--- src/design/cbc_pkg.sv ---
`default_nettype none

package cbc_pkg;

    // sizes of the ring store and of the datapath words
    localparam int MAX_POINTS = 64;
    localparam int ADDR_W     = $clog2(MAX_POINTS);
    localparam int CNT_W      = 7;
    localparam int HALF_W     = 5;
    localparam int SAMPLE_W   = 16;
    localparam int GAIN_W     = 16;
    localparam int SUM_W      = 22;
    localparam int PROD_W     = SUM_W + GAIN_W;
    localparam int FRAC_W     = 8;
    localparam int VALUE_W    = 30;
    localparam int CFG_IDX_W  = 2;
    localparam int CFG_DATA_W = 16;

    // configuration register indexes
    localparam logic [CFG_IDX_W-1:0] CFG_POINT_COUNT = 2'd0;
    localparam logic [CFG_IDX_W-1:0] CFG_HALF_WIDTH  = 2'd1;
    localparam logic [CFG_IDX_W-1:0] CFG_GAIN        = 2'd2;

    // configuration reset values
    localparam logic [CNT_W-1:0]         RST_POINT_COUNT = CNT_W'(MAX_POINTS);
    localparam logic [HALF_W-1:0]        RST_HALF_WIDTH  = HALF_W'(1);
    localparam logic signed [GAIN_W-1:0] RST_GAIN        = GAIN_W'(256);

    // controller states, one-hot
    typedef enum logic [6:0] {
        S_LOAD   = 7'b0000001,
        S_DS_RD  = 7'b0000010,
        S_DS_ACC = 7'b0000100,
        S_MUL    = 7'b0001000,
        S_PUT    = 7'b0010000,
        S_ST_RD  = 7'b0100000,
        S_ST_ACC = 7'b1000000
    } t_state;

    // controller to datapath
    typedef struct packed {
        logic ld_wr;      // store the accepted sample
        logic run_start;  // last sample of a run: clear sum and counters
        logic ds_rd;      // read one sample of the first window
        logic ds_acc;     // add it to the window sum
        logic st_rd;      // read entering and leaving samples
        logic st_acc;     // slide the window
        logic mul;        // scale the window sum
        logic put;        // load the output register
    } t_cmd;

    // datapath to controller
    typedef struct packed {
        logic load_last;  // current sample closes the run
        logic ds_done;    // first window fully summed
        logic st_last;    // current result is the last of the run
        logic out_free;   // output register can take a result
    } t_status;

endpackage

`default_nettype wire

--- src/design/cbc_ctrl.sv ---
`default_nettype none

module cbc_ctrl
    import cbc_pkg::*;
(
    input  wire logic    i_clk,
    input  wire logic    i_rst_n,
    input  wire logic    i_sample_valid,
    input  wire t_status i_status,
    output t_cmd         o_cmd,
    output logic         o_sample_stall
);

    t_state r_state;
    t_state n_state;

    // state register
    always_ff @(posedge i_clk) begin
        if (!i_rst_n) begin
            r_state <= S_LOAD;
        end else begin
            r_state <= n_state;
        end
    end

    // samples are taken only while loading
    assign o_sample_stall = (r_state != S_LOAD);

    // next state and commands
    always_comb begin
        n_state = r_state;
        o_cmd   = '0;
        case (r_state)
            S_LOAD: begin
                if (i_sample_valid) begin
                    o_cmd.ld_wr = 1'b1;
                    if (i_status.load_last) begin
                        o_cmd.run_start = 1'b1;
                        n_state         = S_DS_RD;
                    end
                end
            end
            S_DS_RD: begin
                o_cmd.ds_rd = 1'b1;
                n_state     = S_DS_ACC;
            end
            S_DS_ACC: begin
                o_cmd.ds_acc = 1'b1;
                n_state      = i_status.ds_done ? S_MUL : S_DS_RD;
            end
            S_MUL: begin
                o_cmd.mul = 1'b1;
                n_state   = S_PUT;
            end
            S_PUT: begin
                if (i_status.out_free) begin
                    o_cmd.put = 1'b1;
                    n_state   = i_status.st_last ? S_LOAD : S_ST_RD;
                end
            end
            S_ST_RD: begin
                o_cmd.st_rd = 1'b1;
                n_state     = S_ST_ACC;
            end
            S_ST_ACC: begin
                o_cmd.st_acc = 1'b1;
                n_state      = S_MUL;
            end
            default: begin
                n_state = S_LOAD;
            end
        endcase
    end

endmodule

`default_nettype wire

--- src/design/cbc_datapath.sv ---
`default_nettype none

module cbc_datapath
    import cbc_pkg::*;
(
    input  wire logic                         i_clk,
    input  wire logic                         i_rst_n,
    input  wire logic                         i_cfg_we,
    input  wire logic [CFG_IDX_W-1:0]         i_cfg_index,
    input  wire logic [CFG_DATA_W-1:0]        i_cfg_data,
    input  wire logic signed [SAMPLE_W-1:0]   i_sample,
    input  wire t_cmd                         i_cmd,
    input  wire logic                         i_result_stall,
    output t_status                           o_status,
    output logic                              o_result_valid,
    output logic signed [VALUE_W-1:0]         o_value,
    output logic                              o_last
);

    // configuration registers
    logic [CNT_W-1:0]         r_point_count;
    logic [HALF_W-1:0]        r_half_width;
    logic signed [GAIN_W-1:0] r_gain;

    always_ff @(posedge i_clk) begin
        if (!i_rst_n) begin
            r_point_count <= RST_POINT_COUNT;
            r_half_width  <= RST_HALF_WIDTH;
            r_gain        <= RST_GAIN;
        end else if (i_cfg_we) begin
            case (i_cfg_index)
                CFG_POINT_COUNT: r_point_count <= i_cfg_data[CNT_W-1:0];
                CFG_HALF_WIDTH:  r_half_width  <= i_cfg_data[HALF_W-1:0];
                CFG_GAIN:        r_gain        <= i_cfg_data[GAIN_W-1:0];
                default:         ;
            endcase
        end
    end

    // effective ring size and clamped half width
    logic [CNT_W-1:0]  eff_n;
    logic [CNT_W-1:0]  n_minus1;
    logic [HALF_W-1:0] h_max;
    logic [HALF_W-1:0] eff_h;

    always_comb begin
        if (r_point_count == '0) begin
            eff_n = CNT_W'(1);
        end else if (r_point_count > CNT_W'(MAX_POINTS)) begin
            eff_n = CNT_W'(MAX_POINTS);
        end else begin
            eff_n = r_point_count;
        end
        n_minus1 = eff_n - CNT_W'(1);
        h_max    = HALF_W'(n_minus1 >> 1);
        eff_h    = (r_half_width > h_max) ? h_max : r_half_width;
    end

    // counters: load position, first-window tap, result index
    logic [ADDR_W-1:0] r_load_idx;
    logic [ADDR_W-1:0] r_tap;
    logic [ADDR_W-1:0] r_pos;

    assign o_status.load_last = ({1'b0, r_load_idx} + CNT_W'(1)) >= eff_n;
    assign o_status.ds_done   = (r_tap == {eff_h, 1'b0});
    assign o_status.st_last   = ({1'b0, r_pos} == n_minus1);
    assign o_status.out_free  = !o_result_valid || !i_result_stall;

    always_ff @(posedge i_clk) begin
        if (!i_rst_n) begin
            r_load_idx <= '0;
        end else if (i_cmd.ld_wr) begin
            r_load_idx <= o_status.load_last ? '0 : r_load_idx + ADDR_W'(1);
        end
    end

    always_ff @(posedge i_clk) begin
        if (i_cmd.run_start) begin
            r_tap <= '0;
        end else if (i_cmd.ds_acc && !o_status.ds_done) begin
            r_tap <= r_tap + ADDR_W'(1);
        end
    end

    always_ff @(posedge i_clk) begin
        if (i_cmd.run_start) begin
            r_pos <= '0;
        end else if (i_cmd.put && !o_status.st_last) begin
            r_pos <= r_pos + ADDR_W'(1);
        end
    end

    // ring addresses, each wrapped by one compare and subtract
    logic [CNT_W-1:0] ds_raw;
    logic [CNT_W-1:0] enter_raw;
    logic [CNT_W-1:0] leave_raw;
    logic [CNT_W-1:0] ds_addr;
    logic [CNT_W-1:0] enter_addr;
    logic [CNT_W-1:0] leave_addr;

    always_comb begin
        ds_raw     = eff_n - CNT_W'(eff_h) + CNT_W'(r_tap);
        enter_raw  = CNT_W'(r_pos) + CNT_W'(eff_h);
        leave_raw  = CNT_W'(r_pos) + n_minus1 - CNT_W'(eff_h);
        ds_addr    = (ds_raw    >= eff_n) ? ds_raw    - eff_n : ds_raw;
        enter_addr = (enter_raw >= eff_n) ? enter_raw - eff_n : enter_raw;
        leave_addr = (leave_raw >= eff_n) ? leave_raw - eff_n : leave_raw;
    end

    // sample store: one write port, two registered read ports
    logic signed [SAMPLE_W-1:0] r_store [MAX_POINTS];
    logic signed [SAMPLE_W-1:0] r_rd_a;
    logic signed [SAMPLE_W-1:0] r_rd_b;

    always_ff @(posedge i_clk) begin
        if (i_cmd.ld_wr) begin
            r_store[r_load_idx] <= i_sample;
        end
    end

    always_ff @(posedge i_clk) begin
        if (i_cmd.ds_rd) begin
            r_rd_a <= r_store[ds_addr[ADDR_W-1:0]];
        end else if (i_cmd.st_rd) begin
            r_rd_a <= r_store[enter_addr[ADDR_W-1:0]];
        end
    end

    always_ff @(posedge i_clk) begin
        if (i_cmd.st_rd) begin
            r_rd_b <= r_store[leave_addr[ADDR_W-1:0]];
        end
    end

    // running window sum, wraps at its width
    logic signed [SUM_W-1:0] r_sum;

    always_ff @(posedge i_clk) begin
        if (!i_rst_n) begin
            r_sum <= '0;
        end else if (i_cmd.run_start) begin
            r_sum <= '0;
        end else if (i_cmd.ds_acc) begin
            r_sum <= r_sum + SUM_W'(r_rd_a);
        end else if (i_cmd.st_acc) begin
            r_sum <= r_sum + SUM_W'(r_rd_a) - SUM_W'(r_rd_b);
        end
    end

    // gain multiply, registered
    logic signed [PROD_W-1:0] r_prod;

    always_ff @(posedge i_clk) begin
        if (i_cmd.mul) begin
            r_prod <= PROD_W'(r_sum) * PROD_W'(r_gain);
        end
    end

    // output register; arithmetic shift by 8 is a plain bit-select
    always_ff @(posedge i_clk) begin
        if (!i_rst_n) begin
            o_result_valid <= 1'b0;
        end else if (i_cmd.put) begin
            o_result_valid <= 1'b1;
        end else if (!i_result_stall) begin
            o_result_valid <= 1'b0;
        end
    end

    always_ff @(posedge i_clk) begin
        if (i_cmd.put) begin
            o_value <= r_prod[FRAC_W +: VALUE_W];
            o_last  <= o_status.st_last;
        end
    end

endmodule

`default_nettype wire

--- src/design/circular_box_convolution_top.sv ---
`default_nettype none

// Channel   Direction  Handshake                           Payload
// config    in         i_cfg_we                            i_cfg_index, i_cfg_data
// sample    in         i_sample_valid / o_sample_stall     i_sample
// result    out        o_result_valid / i_result_stall     o_value, o_last
//
// Samples transfer one per cycle while loading; the last sample of a run starts emission.
// First window: its 2*h+1 samples are read through one read port and summed one by one
// (h = clamped half width). The first result is then multiplied and loaded into the
// output register; each later one is read, updated, multiplied and loaded.
// Reset (synchronous, active low) restores the register defaults and clears the sum.
// A stalled result holds the output register; samples stall until emission ends.

module circular_box_convolution_top
    import cbc_pkg::*;
(
    input  wire logic                        i_clk,
    input  wire logic                        i_rst_n,
    input  wire logic                        i_cfg_we,
    input  wire logic [CFG_IDX_W-1:0]        i_cfg_index,
    input  wire logic [CFG_DATA_W-1:0]       i_cfg_data,
    input  wire logic                        i_sample_valid,
    output logic                             o_sample_stall,
    input  wire logic signed [SAMPLE_W-1:0]  i_sample,
    output logic                             o_result_valid,
    input  wire logic                        i_result_stall,
    output logic signed [VALUE_W-1:0]        o_value,
    output logic                             o_last
);

    t_cmd    cmd;
    t_status status;

    // sequencing
    cbc_ctrl u_ctrl (
        .i_clk          (i_clk),
        .i_rst_n        (i_rst_n),
        .i_sample_valid (i_sample_valid),
        .i_status       (status),
        .o_cmd          (cmd),
        .o_sample_stall (o_sample_stall)
    );

    // store, window sum and scaling
    cbc_datapath u_datapath (
        .i_clk          (i_clk),
        .i_rst_n        (i_rst_n),
        .i_cfg_we       (i_cfg_we),
        .i_cfg_index    (i_cfg_index),
        .i_cfg_data     (i_cfg_data),
        .i_sample       (i_sample),
        .i_cmd          (cmd),
        .i_result_stall (i_result_stall),
        .o_status       (status),
        .o_result_valid (o_result_valid),
        .o_value        (o_value),
        .o_last         (o_last)
    );

endmodule

`default_nettype wire
--- config.mk ---
export PLATFORM = sky130hd
export DESIGN_NAME = circular_box_convolution_top
export DESIGN_NICKNAME = d
export VERILOG_FILES = /design/src/design/cbc_pkg.sv /design/src/design/cbc_ctrl.sv /design/src/design/cbc_datapath.sv /design/src/design/circular_box_convolution_top.sv
export SDC_FILE = /design/constraint.sdc
export NUM_CORES = 2
export LEC_CHECK = 0
export BUFFER_PORTS_ARGS = -buffer_cell sky130_fd_sc_hd__buf_4
export CAP_MARGIN = 20
export CORE_MARGIN = 2
export CORE_UTILIZATION = 65
export CTS_BUF_LIST = sky130_fd_sc_hd__clkbuf_16
export DETAILED_ROUTE_END_ITERATION = 6
export PLACE_DENSITY_LB_ADDON = 0.12
export SYNTH_ARGS = -nofsm -noshare
export SYNTH_HDL_FRONTEND = slang
export SYNTH_SLANG_ARGS = --single-unit
--- constraint.sdc ---
create_clock -name i_clk -period 10.6 [get_ports i_clk]
set_clock_uncertainty 0.1 [all_clocks]
set_input_delay 1.59 -clock i_clk [delete_from_list [all_inputs] [get_ports i_clk]]
set_output_delay 1.59 -clock i_clk [all_outputs]
set_load 0.02 [all_outputs]
### Word-level counts from Yosys, hierarchy flattened

Memories as Yosys holds them, arrays and structs flattened. A register that Yosys moved wholly into a read port is not among the register bits.
Index checks and enable logic that the tools add are counted.

* reduce and logical (&&, ||, !) cells: 16
* bitwise operators: 1
* equality and inequality tests: 16
* divide/modulo/power cells: 0
* shift operators: 0
* $mul: 1
* order comparisons: 6
* $add $sub $neg: 15
* muxes and demuxes: 31

Operators with widths (number)
* $pmux 7 s7: 1
* $mux 22: 2
* $mul 22x16->38: 1
* $mux 7: 5
* $mux 16: 2
* $mux 6: 5
* $ge 7x7->1: 4
* $add 22x16->22: 1
* $sub 22x16->22: 1
* $add 6x1->6 const B: 3
* $sub 6x6->6: 3
* $sub 7x5->7: 2
* $mux 1: 12
* $add 6x1->7 const B: 1
* $add 6x5->7: 1
* $add 6x7->7: 1
* $add 7x6->7: 1
* $eq 6x7->1: 1
* $eq 7x1->1 const B: 1
* $eq 7x2->1 const B: 1
* $eq 7x3->1 const B: 1
* $eq 7x4->1 const B: 1
* $eq 7x5->1 const B: 1
* $eq 7x6->1 const B: 1
* other kinds (23): 33

* register bits: 161
* memories: 1
* bits in writable memories: 1024
* output and inout port bits: 33
* bits in read-only memories: 0
* bits of input ports: 39
* logic and storage cells: 100
* bits in latches: 0

Memories
* u_datapath.r_store: words 64, width 16, rd ports 3, clocked after memory_dff 1, write ports 1, RTL line cbc_datapath.sv:111 `logic signed [SAMPLE_W-1:0] r_store [MAX_POINTS];`

### Longest topological paths before layout

An unclocked memory read counts as a cell.

* depth in word-level cells: 12
* gate-level depth with buffers: 41
* gate-level depth less buffers: 38

### Hierarchy

From an unflattened synthesis, not the netlist that was laid out.

* cell total of the unflattened synthesis: 9788
* area total of the unflattened synthesis: 87546.5 um2

Modules (own cells, without submodules)
* cbc_datapath: seq. area each 34923.5 um2, cells an instance 9728, area each 87042.2 um2, instances 1
* cbc_ctrl: seq. area each 140.1 um2, cells an instance 60, area each 504.2 um2, instances 1

### Worst setup path before layout

No wires, ideal clock.

* kind: register to register
* from: reg u_datapath.r_point_count[2]
* to: reg u_datapath.r_rd_b[4] (read register of u_datapath.r_store) (data pin)
* path buffers: 2
* period minus slack after synthesis: 8833 ps
* cell stages (with the launch flop): 38
* setup time: 265 ps
* path slack: 1767 ps
* arrival: 8468 ps
* data required time: 10235 ps
* path through: dfxtp_1 > or3_1 > nor2_1 > a21oi_1 > nor2_1 > inv_1 > ha_1 > xnor2_1 > inv_1 > ha_1 > nor2b_1 > a2bb2oi_1 > maj3_1 > a222oi_1 > nor2_2 > mux2i_2 > inv_1 > fa_1 > [... 2 more ...] > a21o_1 > a21oi_1 > o21bai_1 > a21oi_1 > xnor2_1 > ha_1 > nand4_1 > o21bai_1 > or3_1 > o211ai_2 > buf_2 > buf_1 > mux2_2 > o211ai_1 > o311a_1 > or3_1 > a21oi_1 > or3_1

* word-level cells in the longest chain between the ends: 9
* elaborated cells between the ends (all ways): 12
* classes of those cells: add/sub: 4; order compare: 3; mux: 4; reduce/logical: 1

RTL lines
* from (decl): RTL line cbc_datapath.sv:21 `logic [CNT_W-1:0] r_point_count;`
* from (signal assigned): RTL line cbc_datapath.sv:32 `CFG_POINT_COUNT: r_point_count <= i_cfg_data[CNT_W-1:0];`
* $gt 7x7->1: RTL line cbc_datapath.sv:49 `end else if (r_point_count > CNT_W'(MAX_POINTS)) begin`
* $mux 7: RTL line cbc_datapath.sv:49
* $mux 7 *: RTL line cbc_datapath.sv:47 `if (r_point_count == '0) begin`
* $sub 7x1->7: RTL line cbc_datapath.sv:54 `n_minus1 = eff_n - CNT_W'(1);`
* $gt 5x5->1: RTL line cbc_datapath.sv:56 `eff_h = (r_half_width > h_max) ? h_max : r_half_width;`
* $mux 5: RTL line cbc_datapath.sv:56
* $sub 7x5->7: RTL line cbc_datapath.sv:104 `leave_raw = CNT_W'(r_pos) + n_minus1 - CNT_W'(eff_h);`
* $sub 6x6->6 or $ge 7x7->1 (tied branches): RTL line cbc_datapath.sv:107 `leave_addr = (leave_raw >= eff_n) ? leave_raw - eff_n : leave_raw;`
* $mux 6 *: RTL line cbc_datapath.sv:107
* to (decl): RTL line cbc_datapath.sv:113 `logic signed [SAMPLE_W-1:0] r_rd_b;`

Every way passes the cells marked *; elsewhere a longest branch is shown, timed or not.
A chain may end at the register's enable or synchronous reset.

### Worst setup path after layout

* from: reg u_datapath.r_point_count[2]
* to: reg u_datapath.r_rd_a[9] (data pin)

* word-level cells in the longest chain between the ends: 12
* elaborated cells between the ends (all ways): 19
* classes of those cells: add/sub: 6; order compare: 4; mux: 7; reduce/logical: 1; memory: 1

RTL lines
* $gt 7x7->1: RTL line cbc_datapath.sv:49
* $mux 7: RTL line cbc_datapath.sv:49
* $mux 7 *: RTL line cbc_datapath.sv:47
* $sub 7x1->7: RTL line cbc_datapath.sv:54
* $gt 5x5->1: RTL line cbc_datapath.sv:56
* $mux 5: RTL line cbc_datapath.sv:56
* $sub 7x5->7 or $add 6x5->7 (tied branches): RTL line cbc_datapath.sv:102, cbc_datapath.sv:103
* $add 7x6->7, or another cell as far along: RTL line cbc_datapath.sv:102 `ds_raw = eff_n - CNT_W'(eff_h) + CNT_W'(r_tap);`
* $sub 6x6->6, or another cell as far along: RTL line cbc_datapath.sv:105 `ds_addr = (ds_raw >= eff_n) ? ds_raw - eff_n : ds_raw;`
* $mux 6 or $mem_v2 64x16 (tied branches)
* $mem_v2 64x16 *
* $mux 16 *: RTL line cbc_datapath.sv:122 `if (i_cmd.ds_rd) begin`
* to (signal assigned): RTL line cbc_datapath.sv:123 `r_rd_a <= r_store[ds_addr[ADDR_W-1:0]];`
* to (signal assigned): RTL line cbc_datapath.sv:125 `r_rd_a <= r_store[enter_addr[ADDR_W-1:0]];`
* to (decl): RTL line cbc_datapath.sv:112 `logic signed [SAMPLE_W-1:0] r_rd_a;`

Every way passes the cells marked *; elsewhere a longest branch is shown, timed or not. The select of a mux whose other input is x is not followed.

==> summary.txt <==
STA
  – Setup_tns: 0 ps
  – F_max: slightly below 0.1 GHz
  – Final hold viol count: 0
  – Period minus WS final: about 10,000 ps
  – Final setup viols: 0
  – Tcrit/Tclk final: 0.959
  – Final Max Slew Viols: 0
  – Actual slew at the worst max-slew pin: 1320 ps
  – RSZ-0062 raised after global routing: false
  – Slew margin rel.: 0.118

Floorplanning
  – Num ports: 72
  – CORE AREA: 0.127 mm^2
  – Height of the die: 362 um
  – Rows: approximately 130
  – Die width: 362 um
  – Die ar.: 0.131 mm^2
  – Starting density of the core: 0.653

Synth
  – Post-synth top flop: edfxtp_1
  – Post-synthesis cell type count: 90
  – Yosys top cell by area: edfxtp_1
  – Synth Register Bits: roughly 1.2k
  – Post-synth EDFFs: between 1k and 1.5k
  – Async set-reset flop share out of synthesis: 0
  – Avg Synthesized Cell Area: 9.36 um^2
  – Mapped Cells: 8,879
  – Synthesized area: 0.0831 mm^2
  – Synth top area share: 0.404
  – Area contributors post-synth: edfxtp_1 40%, nand2_1 10%, fa_1 8.7%, nand3_1 5.9%, ha_1 2.8%
  – Syn nets: 9,468
  – Synth warn: 0
  – Sequential fraction of the synthesis area: 0.422

Clocking
  – # H-tree levels: 4
  – Root Buffer: clkbuf_16
  – Hold buffers post-CTS: 0
  – Worst skew pair latency: 850 ps
  – Bufs on Longest Clock Path: 3
  – CTS tree: yes
  – Clock sinks: around 1.2k
  – Clock transition at path regs: 60 ps
  – CTS Buf Count: roughly 140

Route
  – Post-route antenna net violation count: 0
  – Routed vias/inst: 7.19
  – Final WL: 322,000 um
  – Total number of vias: roughly 75k
  – # DRC: 2
  – DR pass1 iterations: 7
  – Drt wl/cell: 30.7 um
  – Starting DRT DRC Count: 13.7k

Setup path
  – Kind of critical path: reg2reg
  – Max stage delay on crit path: 810 ps
  – Critical path arrival: approximately 11,000 ps
  – Crit. End Element: flop
  – Most used cell, CP: ha_1
  – Worst path slowest cell: mux2i_1
  – CP Launch Type: flop
  – Largest fanout on the critical path: 42
  – Required @ worst endpoint: 11,130 ps

Global route
  – GRT overflow: 0
  – Antenna violations before repair: 20
  – Largest net degree at the start of global routing: 151
  – Vias in the first global route: ~71k
  – First-pass GRT wire length: 467,000 um
  – Total GRT Usage: 0.486

Placed design
  – Final GP Congestion: 1.06
  – Placed Cells: around 10k
  – PortBufs: 71
  – DP HPWL: a little over 200,000 um

Finish
  – Count of non-filler cells in the finished layout: 10.5k
  – Fin nets: 9,282
  – Fraction of layout cells with a size suffix above 1: 0.0908
  – Area growth syn-to-layout: 9.42%
  – Area occupied by multi-input gates: 0.0442 mm^2
  – Register area: 0.0351 mm^2
  – FILL cells: 9,334
  – Most frequent cells in the layout: 2,277 x nand2_1, 1,117 x edfxtp_1, 972 x nand3_1
  – Commonest non-fill, non-tap cell in the layout: nand2_1

Min path
  – Hold Crit Class: reg2reg

Flow run
  – Maxcap violations: 0

Status
  – Violated checks: design-rule violations
  – Status: finished with violations
## sequential cells by signal, summed over array words and instances, names as in the netlist, 5 cells and up
signal,cells
u_datapath.r_store,1024
u_datapath.o_value,30
u_datapath.r_prod,30
u_datapath.r_sum,22
u_datapath.r_gain,16
u_datapath.r_rd_a,16
u_datapath.r_rd_b,16
u_ctrl.r_state,7
u_datapath.r_point_count,7
u_datapath.r_load_idx,6
u_datapath.r_pos,6
u_datapath.r_tap,6
u_datapath.r_half_width,5
## layer usage
layer / GRT usage / share of wire / wire length, um
met1: 0.592 / 0.32 / 104000
met2: 0.707 / 0.42 / 136000
met3: 0.182 / 0.16 / 52000
met4: 0.358 / 0.090 / 28900
met5: 0 / 0.00036 / 117
## cell type report
type                       instances  share of cell area
antenna                           11            0.000303
clock inverter                   105              0.0106
sequential                      1193               0.386
tap                             1662              0.0229
inverter                         449              0.0185
timing repair buffer             344              0.0366
multi-input combinational       6568               0.487
clock buffer                     141              0.0388
## final timing paths
kind                       endpoint                         from  slack (ps)  cells past startpoint
max            u_datapath.r_rd_a[9]  u_datapath.r_point_count[2]         430                     33
min reg2reg  u_datapath.o_value[17]        u_datapath.r_prod[25]         320                      0
max reg2reg    u_datapath.r_rd_a[9]  u_datapath.r_point_count[2]         430                     33
min          u_datapath.o_value[17]        u_datapath.r_prod[25]         320                      0
## Yosys cell counts, drive strengths merged (49+ instances only)
library cell and number:
nand2 2280, edfxtp 1117, nand3 974, inv 449, clkbuf 441, fa 361, a211oi 311, buf 228
nor2 210, mux2i 204, a21oi 200, and2 198, ha 189, a31oi 183, nor2b 178, and3 172
o211ai 141, xnor2 83, a311oi 79, dfxtp 76, mux2 75, a22oi 66, o311a 66, or3 65
mux4 64, o21ai 62, nor3 49
## stage by stage
stage          cell area, um^2  setup WS, ps  utilization  hold slack (ps)
3_3_place_gp             86200           728        0.678              301
2_1_floorplan            83100          1770            -              300
5_1_grt                  90900          70.6        0.714              325
3_5_place_dp             86300           616        0.678              305
4_1_cts                  90700           540        0.713              318
6_report                 90900           432        0.715              317
## worst max-delay path: cells and delay by family (launching register included)
family | cells | cell delay (ps)
adder cells (fa/ha/maj) | 6 | 2140
flip-flops | 1 | 350
AO/OA/AOI/OAI | 11 | 2820
AND/OR/NAND/NOR | 8 | 1770
buffers and inverters | 4 | 1160
multiplexers | 2 | 1200
XOR/XNOR | 2 | 380
## what timing repair did
action | CTS | global route
setup buffers | 0 | 0
gates resized for setup | 0 | 8
setup endpoints to repair | 0 | 9
## logic make-up after synthesis
logic type	count (synthesis)	share of synthesized area
AOI/OAI and AO/OA	1352	0.118
DFF	1193	0.422
adders and majority gates	551	0.116
muxes	343	0.0523
xor gates and xnor gates	115	0.0121
buffers and inverters	1118	0.0532
and+or+nand+nor	4207	0.227
Power is not shown: default switching activity piles up to over one toggle a cycle in this logic, so the estimate is an artifact.
